$ cat config.mk
export PLATFORM = sky130hd
export DESIGN_NAME = packed_ascii_line_printer_ctrl_top
export DESIGN_NICKNAME = d
export VERILOG_FILES = /design/src/sv/lpc_pkg.sv /design/src/sv/lpc_lane.sv /design/src/sv/lpc_merge.sv /design/src/sv/lpc_outbuf.sv /design/src/sv/packed_ascii_line_printer_ctrl_top.sv
export SDC_FILE = /design/constraint.sdc
export NUM_CORES = 1
export LEC_CHECK = 0
export ABC_AREA = 1
export BUFFER_PORTS_ARGS = -buffer_cell sky130_fd_sc_hd__buf_2
export CORE_MARGIN = 2
export CORE_UTILIZATION = 30
export CTS_CLUSTER_DIAMETER = 50
export DETAILED_ROUTE_END_ITERATION = 12
export HOLD_SLACK_MARGIN = 0.05
export SYNTH_ARGS = -nofsm -noshare
export SYNTH_HDL_FRONTEND = slang
export SYNTH_SLANG_ARGS = --single-unit
$ cat constraint.sdc
create_clock -name clk -period 10.4 [get_ports clk]
set_input_delay 2.08 -clock clk [delete_from_list [all_inputs] [get_ports clk]]
set_output_delay 2.08 -clock clk [all_outputs]
set_load 0.01 [all_outputs]
$ cat src/sv/lpc_pkg.sv
// Shared types, codes and helpers for the packed ASCII line printer controller.
// No dependencies; imported by every lpc_* module and the top level.
`timescale 1ns / 1ps
`default_nettype none

package lpc_pkg;

  localparam int unsigned LINE_CHARS_DEF = 132;
  localparam int unsigned LANES          = 5;
  localparam int unsigned CHAR_W         = 7;
  localparam int unsigned WORD_W         = 18;
  localparam int unsigned COL_W          = 8;
  localparam int unsigned LINES_W        = 9;
  localparam int unsigned FEED_W         = 5;
  localparam int unsigned CNT_W          = 3;

  typedef enum logic [2:0] {
    ACT_DATA        = 3'd0,
    ACT_START_LINES = 3'd1,
    ACT_START_ONE   = 3'd2,
    ACT_CLR_DONE    = 3'd3,
    ACT_CLR_FLAGS   = 3'd4,
    ACT_INT_ON      = 3'd5,
    ACT_INT_OFF     = 3'd6,
    ACT_READ        = 3'd7
  } action_t;

  typedef enum logic [1:0] {
    KIND_STATUS   = 2'd0,
    KIND_PRINT    = 2'd1,
    KIND_LINE_END = 2'd2,
    KIND_DROPPED  = 2'd3
  } kind_t;

  typedef enum logic [1:0] {
    EFF_FEED = 2'd0,
    EFF_FORM = 2'd1,
    EFF_CR   = 2'd2
  } effect_t;

  // Control characters recognised as line ends
  localparam logic [CHAR_W-1:0] CH_LF   = 7'o012;
  localparam logic [CHAR_W-1:0] CH_VT   = 7'o013;
  localparam logic [CHAR_W-1:0] CH_FF   = 7'o014;
  localparam logic [CHAR_W-1:0] CH_CR   = 7'o015;
  localparam logic [CHAR_W-1:0] CH_DLE  = 7'o020;
  localparam logic [CHAR_W-1:0] CH_DC1  = 7'o021;
  localparam logic [CHAR_W-1:0] CH_DC2  = 7'o022;
  localparam logic [CHAR_W-1:0] CH_DC3  = 7'o023;
  localparam logic [CHAR_W-1:0] CH_DC4  = 7'o024;
  localparam logic [CHAR_W-1:0] CH_ESC  = 7'o033;

  // Status flag bit positions
  localparam int unsigned FLAG_DONE = 0;
  localparam int unsigned FLAG_OVF  = 1;
  localparam int unsigned FLAG_ALM  = 2;

  // Status word bit positions
  localparam int unsigned SW_ERR  = 17;
  localparam int unsigned SW_ALM  = 16;
  localparam int unsigned SW_OVF  = 15;
  localparam int unsigned SW_BUSY = 13;
  localparam int unsigned SW_DONE = 12;

  typedef struct packed {
    logic                is_ctrl;
    logic [FEED_W-1:0]   feed;
    effect_t             effect;
  } ctrl_t;

  typedef struct packed {
    logic [2:0]          flags;
    logic                int_en;
    logic                unpacked;
    logic [LINES_W-1:0]  lines_left;
    logic [COL_W-1:0]    line_pos;
    logic                prev_ready;
  } lpc_state_t;

  typedef struct packed {
    logic [CHAR_W-1:0]   char_code;
    kind_t               kind;
    logic [FEED_W-1:0]   feed;
    effect_t             effect;
    logic [COL_W-1:0]    column;
    logic [WORD_W-1:0]   status;
    logic                skip;
    logic                irq;
    logic                last;
  } res_t;

  function automatic logic [WORD_W-1:0] status_value(input logic [2:0] flags,
                                                     input logic [LINES_W-1:0] ll);
    logic [WORD_W-1:0] s;
    s          = '0;
    s[SW_ERR]  = flags[FLAG_ALM] | flags[FLAG_OVF];
    s[SW_ALM]  = flags[FLAG_ALM];
    s[SW_OVF]  = flags[FLAG_OVF];
    s[SW_BUSY] = |ll;
    s[SW_DONE] = flags[FLAG_DONE];
    return s;
  endfunction

endpackage

`default_nettype wire

$ cat src/sv/lpc_lane.sv
// One character lane: decodes a seven-bit character against the control table.
// Depends on lpc_pkg.
`timescale 1ns / 1ps
`default_nettype none

module lpc_lane (
  input  wire logic [lpc_pkg::CHAR_W-1:0] char_in,
  output lpc_pkg::ctrl_t                  info
);
  import lpc_pkg::*;

  always_comb begin
    info.is_ctrl = 1'b1;
    info.feed    = '0;
    info.effect  = EFF_FEED;
    unique case (char_in)
      CH_LF:   info.feed = 5'd1;
      CH_VT:   info.feed = 5'd20;
      CH_FF:   info.effect = EFF_FORM;
      CH_CR:   info.effect = EFF_CR;
      CH_DLE:  info.feed = 5'd30;
      CH_DC1:  info.feed = 5'd2;
      CH_DC2:  info.feed = 5'd3;
      CH_DC3:  info.feed = 5'd1;
      CH_DC4:  info.feed = 5'd10;
      CH_ESC:  info.effect = EFF_CR;
      default: info.is_ctrl = 1'b0;
    endcase
  end

endmodule

`default_nettype wire

$ cat src/sv/lpc_merge.sv
// Merging stage: walks the lane results in order, tracks column, overflow and
// line count, and builds the result set plus the next controller state. Uses lpc_pkg.
`timescale 1ns / 1ps
`default_nettype none

module lpc_merge #(
  parameter int unsigned LINE_CHARS = lpc_pkg::LINE_CHARS_DEF
) (
  input  wire logic [2:0]                 action,
  input  wire logic [lpc_pkg::WORD_W-1:0] word_first,
  input  wire logic                       printer_ready,
  input  wire logic [lpc_pkg::CHAR_W-1:0] chars [lpc_pkg::LANES],
  input  wire lpc_pkg::ctrl_t             lane_info [lpc_pkg::LANES],
  input  wire lpc_pkg::lpc_state_t        st,
  output lpc_pkg::lpc_state_t             st_next,
  output lpc_pkg::res_t                   res [lpc_pkg::LANES],
  output logic [lpc_pkg::CNT_W-1:0]       res_cnt
);
  import lpc_pkg::*;

  logic [2:0]         flags;
  logic [LINES_W-1:0] ll;
  logic [COL_W-1:0]   pos;
  logic               int_en;
  logic               mode;
  logic               saw;
  logic               chars_on;
  logic [CNT_W-1:0]   n;
  kind_t              kind;

  always_comb begin
    flags    = st.flags;
    ll       = st.lines_left;
    pos      = st.line_pos;
    int_en   = st.int_en;
    mode     = st.unpacked;
    saw      = 1'b0;
    chars_on = 1'b0;
    n        = CNT_W'(1);
    kind     = KIND_STATUS;
    for (int i = 0; i < LANES; i++) res[i] = '0;

    // printer online/offline edge drives alarm
    if (printer_ready != st.prev_ready) flags[FLAG_ALM] = ~printer_ready;

    unique case (action_t'(action))
      ACT_START_LINES, ACT_START_ONE: begin
        mode = word_first[0];
        ll   = (action_t'(action) == ACT_START_ONE) ? LINES_W'(1)
                                                    : {1'b0, word_first[16:9]};
        if (ll == '0) ll = LINES_W'(256);
        pos  = '0;
      end
      ACT_CLR_DONE:  flags[FLAG_DONE] = 1'b0;
      ACT_CLR_FLAGS: flags = flags & (3'b1 << FLAG_ALM);
      ACT_INT_ON:    int_en = 1'b1;
      ACT_INT_OFF:   int_en = 1'b0;
      ACT_READ:      ;
      ACT_DATA: begin
        if (ll != '0) begin
          if (!printer_ready) begin
            flags[FLAG_DONE] = 1'b1;
            flags[FLAG_ALM]  = 1'b1;
            ll = '0;
          end else begin
            chars_on = 1'b1;
          end
        end
      end
    endcase

    if (chars_on) begin
      n = mode ? CNT_W'(2) : CNT_W'(LANES);
      for (int i = 0; i < LANES; i++) begin
        if (CNT_W'(i) < n) begin
          if (lane_info[i].is_ctrl) begin
            kind = KIND_LINE_END;
            pos  = '0;
            saw  = 1'b1;
          end else if (pos < COL_W'(LINE_CHARS)) begin
            kind = KIND_PRINT;
            pos  = pos + COL_W'(1);
          end else begin
            kind = KIND_DROPPED;
            flags[FLAG_OVF] = 1'b1;
          end
          // one line-count decrement per pair, on its final character
          if ((CNT_W'(i) == n - CNT_W'(1)) && saw) begin
            ll = ll - LINES_W'(1);
            if (ll == '0) flags[FLAG_DONE] = 1'b1;
          end
          res[i].char_code = chars[i];
          res[i].kind      = kind;
          res[i].feed      = lane_info[i].feed;
          res[i].effect    = lane_info[i].effect;
          res[i].column    = pos;
          res[i].status    = status_value(flags, ll);
          res[i].skip      = (flags[FLAG_ALM] | flags[FLAG_OVF]) | flags[FLAG_DONE];
          res[i].irq       = int_en & flags[FLAG_DONE];
          res[i].last      = (CNT_W'(i) == n - CNT_W'(1));
        end
      end
    end else begin
      res[0].char_code = '0;
      res[0].kind      = KIND_STATUS;
      res[0].feed      = '0;
      res[0].effect    = EFF_FEED;
      res[0].column    = pos;
      res[0].status    = status_value(flags, ll);
      res[0].skip      = (flags[FLAG_ALM] | flags[FLAG_OVF]) | flags[FLAG_DONE];
      res[0].irq       = int_en & flags[FLAG_DONE];
      res[0].last      = 1'b1;
    end

    res_cnt             = n;
    st_next.flags       = flags;
    st_next.int_en      = int_en;
    st_next.unpacked    = mode;
    st_next.lines_left  = ll;
    st_next.line_pos    = pos;
    st_next.prev_ready  = printer_ready;
  end

endmodule

`default_nettype wire

$ cat src/sv/lpc_outbuf.sv
// Two-deep result-set buffer: one set drains a result per cycle while
// out_ready is high, while the next set waits. Uses lpc_pkg.
`timescale 1ns / 1ps
`default_nettype none

module lpc_outbuf (
  input  wire logic                       clk,
  input  wire logic                       rst,
  input  wire logic                       push,
  input  wire lpc_pkg::res_t              push_res [lpc_pkg::LANES],
  input  wire logic [lpc_pkg::CNT_W-1:0]  push_cnt,
  output logic                            space,
  output logic                            out_valid,
  input  wire logic                       out_ready,
  output lpc_pkg::res_t                   out_res
);
  import lpc_pkg::*;

  logic             cur_valid;
  logic [CNT_W-1:0] cur_cnt;
  logic [CNT_W-1:0] cur_idx;
  res_t             cur_res [LANES];
  logic             nxt_valid;
  logic [CNT_W-1:0] nxt_cnt;
  res_t             nxt_res [LANES];

  logic pop;
  logic last_pop;
  logic frees;

  assign space     = ~nxt_valid;
  assign out_valid = cur_valid;
  assign out_res   = cur_res[cur_idx];
  assign pop       = cur_valid & out_ready;
  assign last_pop  = pop && (cur_idx == cur_cnt - CNT_W'(1));
  assign frees     = ~cur_valid | last_pop;

  always_ff @(posedge clk) begin
    if (rst) begin
      cur_valid <= 1'b0;
      nxt_valid <= 1'b0;
      cur_idx   <= '0;
    end else begin
      if (frees) begin
        cur_idx <= '0;
        if (nxt_valid) begin
          cur_valid <= 1'b1;
          cur_cnt   <= nxt_cnt;
          cur_res   <= nxt_res;
          nxt_valid <= 1'b0;
        end else if (push) begin
          cur_valid <= 1'b1;
          cur_cnt   <= push_cnt;
          cur_res   <= push_res;
        end else begin
          cur_valid <= 1'b0;
        end
      end else begin
        if (pop) cur_idx <= cur_idx + CNT_W'(1);
        if (push) begin
          nxt_valid <= 1'b1;
          nxt_cnt   <= push_cnt;
          nxt_res   <= push_res;
        end
      end
    end
  end

endmodule

`default_nettype wire

$ cat src/sv/packed_ascii_line_printer_ctrl_top.sv
// Line printer controller for an 18-bit machine: command decode, character
// unpacking over parallel lanes and result buffering.
// Depends on lpc_pkg, lpc_lane, lpc_merge and lpc_outbuf.
//
// Usage:
//  - Input channel (in_valid/in_ready) carries one action per transfer:
//    a data pair, a start, a flag clear, an interrupt enable change or a
//    status read, together with printer_ready.
//  - Output channel (out_valid/out_ready) returns the results of each action
//    in order: one status-only result for a command, two (unpacked) or five
//    (packed) character results for a data pair while busy and the printer is
//    ready. 'last' marks the final result of each action.
//  - Output: the result set of an action is registered on its input
//    transfer. Results leave one per cycle while out_ready is high, so an
//    action occupies the output for 1, 2 or 5 results; that output port is
//    the rate limit.
//  - All five lanes decode their character in the transfer cycle; the merge
//    stage resolves column, overflow and line count in character order and
//    the whole result set is registered at once.
//  - A second result set can be held while the first drains; in_ready only
//    drops when both are occupied, e.g. when the receiver stalls.
//  - Reset: flags, line count, column and mode cleared, interrupt enable set,
//    no results pending.
`timescale 1ns / 1ps
`default_nettype none

module packed_ascii_line_printer_ctrl_top #(
  parameter int unsigned LINE_CHARS = lpc_pkg::LINE_CHARS_DEF
) (
  input  wire logic                        clk,
  input  wire logic                        rst,
  input  wire logic                        in_valid,
  output logic                             in_ready,
  input  wire logic [2:0]                  action,
  input  wire logic [lpc_pkg::WORD_W-1:0]  word_first,
  input  wire logic [lpc_pkg::WORD_W-1:0]  word_second,
  input  wire logic                        printer_ready,
  output logic                             out_valid,
  input  wire logic                        out_ready,
  output logic [lpc_pkg::CHAR_W-1:0]       char_code,
  output logic [1:0]                       char_kind,
  output logic [lpc_pkg::FEED_W-1:0]       feed_lines,
  output logic [1:0]                       control_effect,
  output logic [lpc_pkg::COL_W-1:0]        column,
  output logic [lpc_pkg::WORD_W-1:0]       status_word,
  output logic                             skip,
  output logic                             irq,
  output logic                             last
);
  import lpc_pkg::*;

  // Controller state, committed on every input transfer
  lpc_state_t       st;
  lpc_state_t       st_next;

  logic [CHAR_W-1:0] chars [LANES];
  ctrl_t             lane_info [LANES];
  res_t              res_set [LANES];
  logic [CNT_W-1:0]  res_cnt;
  res_t              out_res;
  logic              in_xfer;

  assign in_xfer = in_valid & in_ready;

  // Character split: unpacked mode uses the low seven bits of each word,
  // packed mode spreads five characters over the 36-bit pair.
  always_comb begin
    for (int i = 0; i < LANES; i++) chars[i] = '0;
    if (st.unpacked) begin
      chars[0] = word_first[6:0];
      chars[1] = word_second[6:0];
    end else begin
      chars[0] = word_first[17:11];
      chars[1] = word_first[10:4];
      chars[2] = {word_first[3:0], word_second[17:15]};
      chars[3] = word_second[14:8];
      chars[4] = word_second[7:1];
    end
  end

  for (genvar g = 0; g < LANES; g++) begin : g_lane
    lpc_lane u_lane (
      .char_in (chars[g]),
      .info    (lane_info[g])
    );
  end

  lpc_merge #(
    .LINE_CHARS (LINE_CHARS)
  ) u_merge (
    .action        (action),
    .word_first    (word_first),
    .printer_ready (printer_ready),
    .chars         (chars),
    .lane_info     (lane_info),
    .st            (st),
    .st_next       (st_next),
    .res           (res_set),
    .res_cnt       (res_cnt)
  );

  lpc_outbuf u_outbuf (
    .clk       (clk),
    .rst       (rst),
    .push      (in_xfer),
    .push_res  (res_set),
    .push_cnt  (res_cnt),
    .space     (in_ready),
    .out_valid (out_valid),
    .out_ready (out_ready),
    .out_res   (out_res)
  );

  always_ff @(posedge clk) begin
    if (rst) begin
      st.flags      <= '0;
      st.int_en     <= 1'b1;
      st.unpacked   <= 1'b0;
      st.lines_left <= '0;
      st.line_pos   <= '0;
      st.prev_ready <= 1'b0;
    end else if (in_xfer) begin
      st <= st_next;
    end
  end

  assign char_code      = out_res.char_code;
  assign char_kind      = out_res.kind;
  assign feed_lines     = out_res.feed;
  assign control_effect = out_res.effect;
  assign column         = out_res.column;
  assign status_word    = out_res.status;
  assign skip           = out_res.skip;
  assign irq            = out_res.irq;
  assign last           = out_res.last;

endmodule

`default_nettype wire

==> impl_metrics.py <==
metrics = {
    "clock_tree": {
        "clk_path_buf_depth": 3,
        "clkTransAtPathRegs_ns": 0.06,
        "clk_latency_ns": 0.58,
        "cts_tree": "done",
        "cts_max_level": 2,
        "cts_root_buf": "clkbuf_16",
        "cts_buffers": 41,
        "cts.sinks": 330,
        "cts_hold_buf": 0,
        "cts.repair.resized": 0,
        "cts_setup_buffers": 0,
    },
    "floorplan": {
        "core-area_mm2": 0.0591,
        "die-area_mm2": 0.0618,
        "ios": 91,
        "rows": 89,
        "die_w_um": 249,
        "initial_core_util_pct": 30.4,
        "fp.dieH_um": 249,
    },
    "power_and_ir_drop": {
        "irDropWorstVdd_mv": 0.113,
        "total_leakage_power_nw": 8.64,
        "power_density_mw_per_mm2": 176,
    },
    "timing": {
        "worstMarginPinSlew_ns": 1.27,
        "finClkSkew_ns": 0.0244,
        "max_slew_margin_pct": 15.3,
        "max_clock_freq_mhz": 140,
        "hold_viol": 0,
        "final.setup.tns_ns": 0,
        "rsz0062_at_grt": "no",
        "slew_viol_final": 0,
        "setup_viol": 0,
        "min_period_over_period_pct": 68.6,
        "fin_crit_ns": 7.13,
    },
    "placement": {
        "dpl.cell_count": 2852,
        "dp_hpwl_um": 37300,
        "port_buffers": 77,
        "routabilityCongestion": 0.895,
    },
    "setup_path": {
        "reg2reg_from": "st[18]$_SDFFE_PP0P_",
        "rrSetupSlack_ns": 3.65,
        "crit_slowest_cell": "nor2_1",
        "reg2regPathDepth": 33,
        "crit_path_start_kind": "primary input",
        "slowest_delay_ns": 0.94,
        "critPathRequiredTime_ns": 10.72,
        "cp_max_fo": 12,
        "crit_path_end_kind": "register",
        "crit_top_cell": "nand2_1",
        "crit_arrival_ns": 7.45,
        "r2r_end": "u_outbuf.cur_res[2]$_DFFE_PP_",
        "path_class": "primary input to register",
    },
    "yosys": {
        "synthArstFlopShare_pct": 0,
        "post-synth-top-area-fraction_pct": 50.5,
        "syn_inst": 2082,
        "yosysWarnings": 0,
        "synth_seq_area_share_pct": 53.6,
        "syn_avg_cell_area_um2": 8.63,
        "synth_top_cell_by_area": "edfxtp_1",
        "ys_types": 59,
        "ys_ff_latch": 330,
        "synth-edff-count": 302,
        "synth_area_mm2": 0.0180,
        "netlist_top_cells_area": "edfxtp_1 50%, nand2_1 13%, nor2_1 4.8%, inv_1 3.5%, a21oi_1 3.3%",
        "dominantRegCellSynth": "edfxtp_1",
    },
    "drt": {
        "vias": 15100,
        "dr_wl_met2_um": 25700,
        "highest_layer": "met5",
        "drt-total-wl_um": 56200,
        "ant_nets": 0,
        "met3_length_um": 3610,
        "viasPerCell": 5.14,
        "post_drt_wl_per_cell_um": 19.2,
        "dr.first_iter.drc_count": 1444,
        "route.detailed.drc": 5,
        "drt_first_pass_iters": 9,
        "wl_met1_um": 25400,
    },
    "layout": {
        "antenna_cells": 0,
        "finalNetCount": 2177,
        "final_common_cell": "nand2_1",
        "most-common-layout-cells": "611 x nand2_1, 302 x edfxtp_1, 229 x nor2_1",
        "area.growth.synth_to_final_pct": 13.4,
        "drive_gt1_share_pct": 13.6,
        "fin_cells": 2928,
        "fillers": 6098,
    },
    "hold_path": {
        "min_to": "st[0]$_SDFFE_PP0P_",
        "hp-start": "st[0]$_SDFFE_PP0P_",
        "worstHoldPathCells": 2,
        "hp-class": "register to register",
    },
    "grt": {
        "grt.total_usage_pct": 17.8,
        "grt_pass1_wl_um": 86400,
        "overflow": 0,
        "grt_max_degree": 152,
        "antenna_found_initial": 3,
        "grt_pass1_vias": 14300,
    },
    "status": {
        "status": "finished with violations",
        "violations": "DRC",
    },
    "flow_run": {
        "drv_cap": 0,
    },
}
flip-flops by register name (all words and copies together) (netlist names):
register and count:
st 23, u_outbuf.cur_cnt 3, u_outbuf.cur_idx 3, u_outbuf.cur_res 148, u_outbuf.nxt_cnt 2, u_outbuf.nxt_res 149, u_outbuf.nxt_valid 1, u_outbuf.out_valid 1
Yosys cell counts, types with 3 or more instances:
| master | number |
|---|---|
| a21oi_1 | 119 |
| a221oi_1 | 28 |
| a22o_1 | 3 |
| a31o_2 | 28 |
| a31oi_1 | 7 |
| buf_1 | 14 |
| buf_2 | 3 |
| buf_4 | 19 |
| clkbuf_1 | 71 |
| dfxtp_1 | 28 |
| edfxtp_1 | 302 |
| ha_1 | 11 |
| inv_1 | 169 |
| inv_2 | 25 |
| mux2_2 | 4 |
| nand2_1 | 612 |
| nand2_2 | 15 |
| nand2_4 | 7 |
| nand2_8 | 3 |
| nand3_1 | 98 |
| nand3_2 | 16 |
| nand3_4 | 7 |
| nand3b_1 | 3 |
| nand4_1 | 28 |
| nor2_1 | 232 |
| nor2_2 | 10 |
| nor2_4 | 3 |
| nor3_1 | 16 |
| nor4_1 | 7 |
| o211ai_1 | 12 |
| o21ai_0 | 104 |
| o21ai_1 | 22 |
| or2_2 | 4 |
| xnor2_1 | 6 |
| xor2_1 | 17 |
area by class of cell:
| type | instances | area (um^2) | area share [%] |
|---|---|---|---|
| clock buffer | 52 | 1100 | 5.40 |
| clock inverter | 24 | 221 | 1.09 |
| inverter | 197 | 743 | 3.65 |
| multi-input combinational | 1459 | 7180 | 35.2 |
| sequential | 330 | 9640 | 47.3 |
| tap | 773 | 967 | 4.75 |
| timing repair buffer | 93 | 518 | 2.54 |
cell families after synthesis:
family          after synthesis  share of synthesized area [%]
fa+ha+maj                    11                          0.766
simple gates               1068                           26.1
buf+inv                     305                           6.85
mux                           5                          0.306
other cells                   1                         0.0209
flops                       330                           53.6
xor+xnor                     23                           1.12
compound gates              339                           11.3
through the flow:
stage	hold slack [ns]	total power [mW]	worst slack, ns	instance area (um^2)	util, %
finish	0.472	3.57	3.27	20400	34.4
global placement	0.461	2.20	2.81	19000	32.2
CTS	0.478	3.60	3.33	20400	34.4
detailed placement	0.470	2.20	2.73	19000	32.2
global route	0.514	3.73	2.68	20400	34.4
floorplan	0.443	2.03	0.906	18000	-
routing by layer:
layer	up-vias	track usage, %
li1	7097	-
met1	7294	24.9
met2	575	28.5
met3	93	2.76
met4	4	5.32
met5	-	0
power by group:
| group | leakage (nW) | switching [mW] | internal (mW) |
|---|---|---|---|
| clock | 0.641 | 0.584 | 0.810 |
| combinational | 4.73 | 0.471 | 0.183 |
| sequential | 3.27 | 0.0284 | 1.50 |
worst max-delay path: cells and delay by family:
| kind | cells | cell delay (ns) |
|---|---|---|
| and+or+nand+nor | 24 | 3.73 |
| buffers and inverters | 6 | 0.67 |
| AOI/OAI and AO/OA | 1 | 0.64 |
| adders and majority gates | 1 | 0.29 |
worst max-delay path by stage:
stage | from | to | slack [ns] | depth (start not counted)
after floorplan | out_ready | u_outbuf.cur_cnt[0]$_DFFE_PP_ | 0.91 | 3
after global placement | word_first[4] | u_outbuf.cur_res[2]$_DFFE_PP_ | 2.81 | 32
after detailed placement | word_first[4] | u_outbuf.cur_res[2]$_DFFE_PP_ | 2.73 | 32
after CTS | word_first[4] | u_outbuf.cur_res[2]$_DFFE_PP_ | 3.33 | 32
after global routing | word_first[4] | u_outbuf.cur_res[27]$_DFFE_PP_ | 2.68 | 30
final | word_first[4] | u_outbuf.cur_res[2]$_DFFE_PP_ | 3.27 | 32
Note: power is estimated with default switching activity, not from simulation.
